===== src/rtl/core/utf8_stream_decoder_defines.svh =====
// Assertion macros for the UTF-8 stream decoder.
// Used by the top level; expects clk and rst_n in scope.
`ifndef UTF8_STREAM_DECODER_DEFINES_SVH
`define UTF8_STREAM_DECODER_DEFINES_SVH

// Same-cycle implication, disabled during reset.
`define UTF8SD_ASSERT_NOW(label, ante, cons, msg) \
  label: assert property (@(posedge clk) disable iff (!rst_n) (ante) |-> (cons)) \
    else $error(msg);

// Next-cycle implication, disabled during reset.
`define UTF8SD_ASSERT_NEXT(label, ante, cons, msg) \
  label: assert property (@(posedge clk) disable iff (!rst_n) (ante) |=> (cons)) \
    else $error(msg);

`endif


===== src/rtl/core/utf8sd_pkg.sv =====
// Types and constants for the UTF-8 stream decoder.
// No dependencies.
`default_nettype none

package utf8sd_pkg;

  localparam int unsigned CP_W      = 21;
  localparam int unsigned BYTE_W    = 8;
  localparam int unsigned OUT_DATA_W = 24;
  localparam int unsigned BUF_DEPTH = 4;
  localparam int unsigned BUF_PTR_W = 2;
  localparam int unsigned BUF_CNT_W = 3;
  localparam int unsigned CFG_IDX_W = 1;

  localparam logic [CFG_IDX_W-1:0] REG_LATIN1_MODE       = 1'd0;
  localparam logic [CFG_IDX_W-1:0] REG_REPLACEMENT_POINT = 1'd1;

  localparam logic [CP_W-1:0] REPLACEMENT_RESET = 21'h00FFFD;

  localparam logic [BYTE_W-1:0] ASCII_MAX = 8'h7F;
  localparam logic [BYTE_W-1:0] CONT_MAX  = 8'hBF;
  localparam logic [BYTE_W-1:0] LEAD2_MAX = 8'hDF;
  localparam logic [BYTE_W-1:0] LEAD3_MAX = 8'hEF;
  localparam logic [BYTE_W-1:0] LEAD4_MAX = 8'hF7;

  typedef struct packed {
    logic [CP_W-1:0] code_point;
    logic            is_replacement;
    logic            last_of_run;
  } result_t;

endpackage

`default_nettype wire


===== src/rtl/core/utf8_stream_decoder.sv =====
// UTF-8 / Latin-1 byte stream to code point decoder, top level.
// Depends on utf8sd_pkg and utf8_stream_decoder_defines.svh.
//
//   channel | direction | tdata                 | tuser          | tlast
//   in_     | slave     | byte_value [7:0]      | -              | last_of_string
//   out_    | master    | code_point [20:0]     | is_replacement | last_of_run
//   cfg_    | write     | index 0 latin1_mode, index 1 replacement_point
//
// One byte is accepted per cycle while in_tready is high; decoding is done in the accept cycle.
// A byte yields zero, one or two results; results leave one per output transfer.
// Results wait in a four-entry buffer; in_tready drops with more than two queued.
// Synchronous active-low reset clears decoder state, resets the registers and empties the buffer.
`default_nettype none
`include "utf8_stream_decoder_defines.svh"

module utf8_stream_decoder
  import utf8sd_pkg::*;
(
  input  wire logic                  clk,
  input  wire logic                  rst_n,
  input  wire logic                  in_tvalid,
  output logic                       in_tready,
  input  wire logic [BYTE_W-1:0]     in_tdata,   // [7:0] byte_value
  input  wire logic                  in_tlast,
  output logic                       out_tvalid,
  input  wire logic                  out_tready,
  output logic [OUT_DATA_W-1:0]      out_tdata,  // [20:0] code_point, [23:21] zero
  output logic                       out_tuser,  // [0] is_replacement
  output logic                       out_tlast,
  input  wire logic                  cfg_wr_en,
  input  wire logic [CFG_IDX_W-1:0]  cfg_index,
  input  wire logic [CP_W-1:0]       cfg_wdata
);

  logic            latin1_r;
  logic [CP_W-1:0] repl_r;
  logic [1:0]      pend_r, pend_nxt;
  logic [CP_W-1:0] acc_r, acc_nxt;

  result_t              buf_r [BUF_DEPTH];
  logic [BUF_PTR_W-1:0] wptr_r, rptr_r;
  logic [BUF_CNT_W-1:0] cnt_r, cnt_nxt;

  result_t     res0, res1;
  logic [1:0]  n_res;
  logic        in_fire, out_fire;
  logic [BYTE_W-1:0] c;

  assign c         = in_tdata;
  assign in_tready = (cnt_r <= BUF_CNT_W'(BUF_DEPTH - 2));
  assign in_fire   = in_tvalid && in_tready;
  assign out_tvalid = (cnt_r != '0);
  assign out_fire  = out_tvalid && out_tready;

  always_comb begin
    logic [1:0]      n;
    logic [CP_W-1:0] cp0, cp1;
    logic            err0, err1;
    n        = 2'd0;
    cp0      = '0;
    cp1      = '0;
    err0     = 1'b0;
    err1     = 1'b0;
    pend_nxt = pend_r;
    acc_nxt  = acc_r;
    if (latin1_r) begin
      pend_nxt = 2'd0;
      acc_nxt  = '0;
      cp0      = CP_W'(c);
      n        = 2'd1;
    end else if (c <= ASCII_MAX) begin
      if (pend_r != 2'd0) begin
        cp0      = repl_r;
        err0     = 1'b1;
        cp1      = CP_W'(c);
        n        = 2'd2;
        pend_nxt = 2'd0;
      end else begin
        cp0 = CP_W'(c);
        n   = 2'd1;
      end
    end else if (c <= CONT_MAX) begin
      if (pend_r != 2'd0) begin
        acc_nxt  = {acc_r[CP_W-7:0], c[5:0]};
        pend_nxt = pend_r - 2'd1;
        if (pend_nxt == 2'd0) begin
          cp0 = acc_nxt;
          n   = 2'd1;
        end
      end else begin
        cp0  = repl_r;
        err0 = 1'b1;
        n    = 2'd1;
      end
    end else if (c <= LEAD2_MAX) begin
      pend_nxt = 2'd1;
      acc_nxt  = CP_W'(c & 8'h1F);
    end else if (c <= LEAD3_MAX) begin
      pend_nxt = 2'd2;
      acc_nxt  = CP_W'(c & 8'h0F);
    end else if (c <= LEAD4_MAX) begin
      pend_nxt = 2'd3;
      acc_nxt  = CP_W'(c & 8'h07);
    end else begin
      cp0      = repl_r;
      err0     = 1'b1;
      n        = 2'd1;
      pend_nxt = 2'd0;
    end
    if (in_tlast) begin
      if (pend_nxt != 2'd0) begin
        if (n == 2'd0) begin
          cp0  = repl_r;
          err0 = 1'b1;
        end else begin
          cp1  = repl_r;
          err1 = 1'b1;
        end
        n = n + 2'd1;
      end
      pend_nxt = 2'd0;
      acc_nxt  = '0;
    end
    n_res = n;
    res0  = '{code_point: cp0, is_replacement: err0, last_of_run: (n == 2'd1)};
    res1  = '{code_point: cp1, is_replacement: err1, last_of_run: (n == 2'd2)};
  end

  always_comb begin
    cnt_nxt = cnt_r;
    if (in_fire) begin
      cnt_nxt = cnt_nxt + BUF_CNT_W'(n_res);
    end
    if (out_fire) begin
      cnt_nxt = cnt_nxt - BUF_CNT_W'(1);
    end
  end

  always_ff @(posedge clk) begin
    if (!rst_n) begin
      latin1_r <= 1'b0;
      repl_r   <= REPLACEMENT_RESET;
      pend_r   <= 2'd0;
      acc_r    <= '0;
      wptr_r   <= '0;
      rptr_r   <= '0;
      cnt_r    <= '0;
    end else begin
      if (cfg_wr_en) begin
        case (cfg_index)
          REG_LATIN1_MODE:       latin1_r <= cfg_wdata[0];
          REG_REPLACEMENT_POINT: repl_r   <= cfg_wdata;
          default: ;
        endcase
      end
      if (in_fire) begin
        pend_r <= pend_nxt;
        acc_r  <= acc_nxt;
        wptr_r <= wptr_r + BUF_PTR_W'(n_res);
      end
      if (out_fire) begin
        rptr_r <= rptr_r + BUF_PTR_W'(1);
      end
      cnt_r <= cnt_nxt;
    end
  end

  always_ff @(posedge clk) begin
    if (in_fire) begin
      if (n_res != 2'd0) begin
        buf_r[wptr_r] <= res0;
      end
      if (n_res == 2'd2) begin
        buf_r[wptr_r + BUF_PTR_W'(1)] <= res1;
      end
    end
  end

  result_t head;
  assign head       = buf_r[rptr_r];
  assign out_tdata  = OUT_DATA_W'(head.code_point);
  assign out_tuser  = head.is_replacement;
  assign out_tlast  = head.last_of_run;

  `UTF8SD_ASSERT_NOW(a_cnt_bound, 1'b1, cnt_r <= BUF_CNT_W'(BUF_DEPTH), "result buffer overflow")
  `UTF8SD_ASSERT_NEXT(a_latin1_clears, in_fire && latin1_r, pend_r == 2'd0, "latin1 left pending")
  `UTF8SD_ASSERT_NEXT(a_last_clears, in_fire && in_tlast, pend_r == 2'd0 && acc_r == '0, "string end left state")
  `UTF8SD_ASSERT_NEXT(a_cnt_hold, !in_fire && !out_fire, $stable(cnt_r) && $stable(rptr_r), "buffer moved while idle")
  `UTF8SD_ASSERT_NOW(a_ptr_track, 1'b1, BUF_PTR_W'(wptr_r - rptr_r) == BUF_PTR_W'(cnt_r), "pointer count mismatch")

endmodule

`default_nettype wire

===== config.mk =====
export PLATFORM = sky130hd
export DESIGN_NAME = utf8_stream_decoder
export DESIGN_NICKNAME = d
export VERILOG_FILES = /design/src/rtl/core/utf8sd_pkg.sv /design/src/rtl/core/utf8_stream_decoder.sv
export VERILOG_INCLUDE_DIRS = /design/src /design/src/rtl/core
export SDC_FILE = /design/constraint.sdc
export NUM_CORES = 1
export LEC_CHECK = 0
export ABC_CLOCK_PERIOD_IN_PS = 5700
export BUFFER_PORTS_ARGS = -buffer_cell sky130_fd_sc_hd__buf_4
export CAP_MARGIN = 20
export CORE_MARGIN = 2
export CORE_UTILIZATION = 30
export CTS_CLUSTER_DIAMETER = 200
export CTS_CLUSTER_SIZE = 40
export DETAILED_ROUTE_END_ITERATION = 6
export GPL_ROUTABILITY_DRIVEN = 0
export MAX_ROUTING_LAYER = met4
export PLACE_DENSITY = 0.49
export SLEW_MARGIN = 30
export SYNTH_ARGS = -nofsm -noshare
export SYNTH_HDL_FRONTEND = slang
export SYNTH_SLANG_ARGS = --single-unit

===== constraint.sdc =====
create_clock -name clk -period 5.7 [get_ports clk]
set_clock_uncertainty 0.05 [all_clocks]
set_input_delay 0.57 -clock clk [delete_from_list [all_inputs] [get_ports clk]]
set_output_delay 0.57 -clock clk [all_outputs]
set_load 0.01 [all_outputs]

==> impl_metrics.csv, run 1 <==
group,metric,value,unit
run_status,status,"completed",
routing,drtIter0Drc,337,
clock_tree,clockBufferDepth,2,
clock_tree,htree_levels,4,
sta,fin_setup_tns,0,ns
synthesis,yosys.cell_types.count,52,
pwr,power.total,3.29,mW
finish,num_antenna_cells,0,
clock_tree,clock_latency,0.42,ns
critical_path,max_stage_delay,0.57,ns
floorplanning,fp.dieW,152,um
sta,worst_pin_slew,0.916,ns
placement,dp_hpwl,10.9,mm
synthesis,synth_area_per_cell,12.2,um^2
critical_path,r2r_setup_slack,2.30,ns
critical_path,crit_family,"simple AND/OR/NAND/NOR gates",
global_route,grt_antenna_before_repair,0,
sta,rsz0062_at_grt,"no",
synthesis,ys_ff_latch,140,
critical_path,critPathLaunchType,"register",
sta,setup_viol,0,
floorplanning,ios,64,
routing,viasPerCell,5.24,
synthesis,syn-cell-area,0.00655,mm^2
global_route,grt_remaining_overflow,0,
global_route,grt_usage,16.3,%
routing,wl_per_cell,19.8,um
finish,stdcell_count,879,
global_route,grt_pass1_vias,4598,
finish,drive_gt1_share,23.4,%
floorplanning,coreArea,0.0216,mm^2
clock_tree,cts_buffers,17,
floorplanning,start_util,30.3,%
finish,fin_util,36.6,%
finish,mostFrequentLayoutCells,"92 x edfxtp_1, 74 x nand2_1, 72 x buf_4, 52 x a22o_1, 47 x dfxtp_1",
critical_path,ff2ff_path_depth,13,
finish,area_growth,20.7,%
synthesis,yosys_warnings,0,
critical_path,reg2reg_to,"cnt_r[2]",
critical_path,crit_path_end,"cnt_r[2]",
clock_tree,cts_hold_buf,0,
critical_path,cp.required,5.97,ns
finish,nNetsFinal,627,
floorplanning,die_area,0.0230,mm^2
finish,n_fill_cell,2106,
sta,finalHoldViolCount,0,
critical_path,slowest_stage,"nor3_2",
routing,vias,4606,
finish,layout_commonest_cell,"edfxtp_1",
sta,relSlewSlack,38.8,%
synthesis,synthArstFlopShare,0,%
synthesis,synth_cells,538,
critical_path,critical_path_buf_inv_count,1,
clock_tree,clkTransAtPathRegs,0.06,ns
run,cap_violations,0,
sta,period_minus_slack,3.40,ns
routing,drc_errors,0,
routing,ant_nets,0,
pwr,p_per_area,416,mW/mm^2
routing,first_pass_iters,5,
clock_tree,post_cts_buffers,0,
placement,dp.cells,847,
critical_path,path_max_fanout,12,
critical_path,path_depth,13,
critical_path,path_class,"reg -> reg",
floorplanning,row_count,54,
critical_path,critical_path.cell_chain,"nor2_1, nor3_2, inv_1, ha_1, nand2_1, a21o_1, nand2_1, fa_1, mux2i_1, ha_1, nand2_1, xor2_1, and2_1",
synthesis,synth_edf_count,92,
global_route,grt_pass1_wl,26.7,mm
critical_path,cp-startpoint,"pend_r[1]",
pwr,total_leakage_power,2.90,nW
global_route,grt_max_degree,53,
clock_tree,cts_tree,"yes",
synthesis,synth_ff_type,"edfxtp_1",
hold_path,min_path_type,"in -> reg",
clock_tree,cts_resized,0,
clock_tree,cts_root_buf,"clkbuf_16",
floorplanning,die_h,152,um
placement,io_buffers,60,
critical_path,cpMostUsedCell,"nand2_1",
sta,fmaxAchievable,294,MHz
synthesis,ys_seq_area_share,56.8,%
routing,wl,17.4,mm
pwr,irDropWorstVdd,177,uV
critical_path,critPathArrivalTime,3.67,ns
clock_tree,clock_sinks,140,
critical_path,end_kind,"register",
critical_path,rr_startpoint,"pend_r[1]",
sta,final.period_utilization,59.6,%
sta,slew_viol_final,0,
[cells by family (layout without fill, tap and decap cells)]
family	after synthesis	after routing	synth area share, %
simple gates	188	188	13.9
flops	140	140	56.8
compound gates	121	121	15.6
buf+inv	51	110	3.36
mux	28	28	8.67
fa+ha+maj	5	5	1.07
xor+xnor	4	4	0.535
other cells	1	3	0.0572
[state kept, by name, summed over array words and instances (netlist names), named ones only]
| register | flops |
|---|---|
| buf_r | 92 |
| repl_r | 21 |
| rptr_r | 2 |
| acc_r | 15 |
| latin1_r | 1 |
| cnt_r | 3 |
| pend_r | 2 |
| wptr_r | 2 |
[power breakdown]
part / total, mW / internal [mW] / switching, mW
registers: 1.34 / 1.23 / 0.109
logic: 0.786 / 0.398 / 0.389
clock network: 1.17 / 0.741 / 0.426
[area by class of cell]
| type | count | area, um^2 | area share (%) |
|---|---|---|---|
| Clock buffer | 20 | 447 | 5.65 |
| Multi-Input combinational cell | 349 | 2650 | 33.5 |
| Tap cell | 280 | 350 | 4.43 |
| Clock inverter | 12 | 170 | 2.15 |
| Sequential cell | 140 | 3730 | 47.1 |
| Inverter | 6 | 22.5 | 0.285 |
| Timing Repair Buffer | 72 | 541 | 6.84 |
[layer usage]
layer	vias up	part of all wire, %	wire length, um	GRT usage (%)
li1	2152	-	-	-
met1	2325	43	7440	19.0
met2	111	52	9040	28.7
met3	18	4.0	689	2.96
met4	0	1.2	214	4.86
met5	-	0	0	-
[synth_stat cells (2+ instances only)]
| master | count | share of area [%] |
|---|---|---|
| nor2b_1 | 16 | 1.5 |
| mux2i_1 | 5 | 0.76 |
| nand3_1 | 41 | 3.1 |
| a21o_1 | 2 | 0.23 |
| edfxtp_1 | 92 | 42 |
| buf_2 | 14 | 1.1 |
| nor2_1 | 15 | 0.86 |
| inv_1 | 6 | 0.34 |
| nor3b_1 | 2 | 0.23 |
| o21ai_0 | 5 | 0.38 |
| a21oi_1 | 9 | 0.69 |
| buf_1 | 2 | 0.11 |
| nand4_1 | 2 | 0.19 |
| o211ai_1 | 2 | 0.23 |
| ha_1 | 4 | 0.76 |
| dfxtp_1 | 48 | 15 |
| a211o_1 | 6 | 0.80 |
| nand2_1 | 75 | 4.3 |
| a31oi_1 | 2 | 0.19 |
| clkbuf_1 | 26 | 1.5 |
| a21boi_0 | 13 | 1.5 |
| nor3_1 | 10 | 0.76 |
| and2_1 | 12 | 1.1 |
| nand2b_1 | 4 | 0.38 |
| nand3b_1 | 2 | 0.23 |
| nor4bb_1 | 2 | 0.31 |
| a22o_1 | 52 | 7.0 |
| a221o_1 | 19 | 2.9 |
| mux4_2 | 23 | 7.9 |
| buf_4 | 3 | 0.34 |
| xnor2_1 | 3 | 0.40 |
[metrics by stage]
stage	hold WS [ns]	setup slack, ns	instance area (um^2)
after global placement	0.430	2.30	7280
after detailed placement	0.429	2.23	7290
final	0.303	2.30	7910
after floorplan	0.388	2.10	6560
after global routing	0.291	1.95	7910
after CTS	0.287	2.33	7910
[how the worst min path moves through the flow]
stage | startpoint | endpoint | slack, ns | cells after the start
6_report | cfg_wdata[4] | repl_r[4] | 0.30 | 3
5_1_grt | cfg_wdata[13] | repl_r[13] | 0.29 | 3
4_1_cts | cfg_wdata[13] | repl_r[13] | 0.29 | 3
3_5_place_dp | acc_r[0] | acc_r[6] | 0.43 | 2
3_3_place_gp | acc_r[0] | acc_r[6] | 0.43 | 2
2_1_floorplan | acc_r[1] | acc_r[7] | 0.39 | 2
[tightest hold or removal path: cells and delay by family]
kind / cells / cell delay [ns]
simple gates: 2 / 0.10
buf+inv: 1 / 0.07
(Power assumes the default switching activity.)
==> run 2, diff against run 1 <==
Settings changed: ABC_CLOCK_PERIOD_IN_PS 5700 to 3100, PLACE_DENSITY 0.49 to 0.51.
Clock period 5.7 ns to 3.1 ns, I/O delays scaled along.
==> impl_metrics.csv, run 2 (synthesized netlist as in run 1, its figures left out) <==
group,metric,value,unit
finish,nNetsFinal,643,
run_status,status,"completed",
floorplanning,row_count,54,
critical_path,critical_path.cell_chain,"nor2b_1, a32oi_2, a21boi_2, nand2b_1, ha_1, fa_1, mux2i_1, ha_1, nand2_1, xor2_1, and2_1",
clock_tree,cts_buffers,17,
finish,multi_input_area,0.00265,mm^2
routing,drc_errors,0,
finish,largest_reg_flops,92,
finish,drive_gt1_share,25.5,%
floorplanning,die_h,152,um
hold_path,min_path_type,"in -> reg",
critical_path,max_stage_delay,0.47,ns
sta,setup_ws,0.274,ns
sta,finalHoldViolCount,0,
clock_tree,htree_levels,4,
clock_tree,post_cts_buffers,0,
finish,layout_commonest_cell,"edfxtp_1",
critical_path,cpMostUsedCell,"ha_1",
critical_path,path_class,"reg -> reg",
critical_path,path_max_fanout,7,
critical_path,rr_startpoint,"latin1_r",
global_route,grt_pass1_vias,4755,
floorplanning,start_util,30.3,%
finish,n_fill_cell,2115,
critical_path,critPathArrivalTime,3.09,ns
finish,regMostFlops,"buf_r",
placement,dp_hpwl,11.6,mm
placement,io_buffers,60,
clock_tree,clock_sinks,140,
critical_path,critPathLaunchType,"register",
global_route,grt_usage,17.1,%
pwr,total_leakage_power,2.97,nW
floorplanning,fp.dieW,152,um
finish,area_growth,21.7,%
clock_tree,clkTransAtPathRegs,0.06,ns
clock_tree,clock_latency,0.42,ns
sta,setup_viol,0,
sta,fmaxAchievable,354,MHz
sta,rsz0062_at_grt,"no",
pwr,irDropWorstVdd,299,uV
routing,first_pass_iters,5,
sta,period_minus_slack,2.83,ns
sta,final.period_utilization,91.2,%
placement,pre_cts_ws,0.0572,ns
global_route,grt_antenna_before_repair,0,
critical_path,slowest_stage,"dfxtp_1",
critical_path,cp.required,3.36,ns
clock_tree,cts_tree,"yes",
critical_path,r2r_setup_slack,0.27,ns
sta,whs,0.0502,ns
finish,reg.largest.list,"buf_r x92, repl_r x21, acc_r x15",
finish,regArea,0.00373,mm^2
critical_path,cp-startpoint,"latin1_r",
floorplanning,ios,64,
floorplanning,coreArea,0.0216,mm^2
floorplanning,die_area,0.0230,mm^2
sta,worst_pin_slew,0.714,ns
critical_path,end_kind,"register",
finish,num_antenna_cells,0,
sta,relSlewSlack,52.4,%
global_route,grt_remaining_overflow,0,
finish,fin_util,36.9,%
clock_tree,cts_root_buf,"clkbuf_16",
run,cap_violations,0,
hold_path,hp-start,"cfg_wdata[15]",
routing,ant_nets,0,
routing,viasPerCell,5.32,
sta,slew_viol_final,0,
pwr,p_per_area,746,mW/mm^2
global_route,grt_max_degree,53,
global_route,grt_pass1_wl,27.7,mm
clock_tree,clockBufferDepth,2,
routing,wl_per_cell,20.3,um
routing,drtIter0Drc,415,
routing,vias,4761,
finish,mostFrequentLayoutCells,"92 x edfxtp_1, 88 x buf_4, 74 x nand2_1, 52 x a22o_1, 46 x dfxtp_1",
routing,wl,18.2,mm
-- run 2: changes by cell type in the layout (fill, tap and decap cells not counted), moves of 2 or more --
| cell | before | now |
|---|---|---|
| clkinv_4 | 0 | 2 |
| bufinv_16 | 4 | 2 |
| nor2_2 | 1 | 3 |
| clkinv_1 | 1 | 3 |
| nor2_4 | 2 | 0 |
| clkinvlp_4 | 3 | 1 |
| dfxtp_2 | 0 | 2 |
| buf_4 | 72 | 88 |
-- run 2: per-stage QoR --
step                      setup TNS, ns  power (mW)  instances  area (um^2)
after floorplan                  -16.09        3.36        540         6560
after detailed placement              0        4.06        863         7400
after CTS                             0        6.02        895         7960
after global placement                0        4.03        863         7390
final                                 0        5.95        895         7980
after global routing                  0        6.24        895         7980
-- run 2: worst max-delay path: cells and delay by family, from the launching register on --
kind / cells / cell delay, ns
muxes: 1 / 0.22
DFF: 1 / 0.47
adders and majority gates: 3 / 0.82
and+or+nand+nor: 4 / 0.54
AOI/OAI and AO/OA: 2 / 0.46
xor gates and xnor gates: 1 / 0.16
-- run 2: path summary, 6_finish.rpt --
kind / cells past startpoint / to
min reg2reg: 2 / repl_r[7]
min: 3 / repl_r[15]
max: 11 / cnt_r[2]
max reg2reg: 11 / cnt_r[2]
-- run 2: layout make-up --
type	instances	share of cell area (%)
multi-input cells	349	33.2
clock inverters	12	1.51
repair buffers	88	8.28
well taps	280	4.39
flip-flops and latches	140	46.7
inverters	6	0.282
clock buffers	20	5.60
-- run 2: power by group --
part	internal [mW]	leakage (nW)	switching [mW]
clock	1.20	0.277	0.775
combinational	0.774	1.45	0.806
sequential	2.25	1.24	0.147
total	4.22	2.97	1.73
-- run 2: repair_timing --
item	4_1_cts	5_1_grt
endpoints found under the setup margin	0	2
gates resized for setup	0	3
hold buffers	0	0
-- run 2: routing by layer --
layer / global-route usage, % / up-vias / share of wire, %
li1: - / 2187 / -
met1: 20.8 / 2383 / 41
met2: 28.0 / 165 / 50
met3: 3.68 / 26 / 6.1
met4: 6.11 / 0 / 2.2
met5: - / - / 0
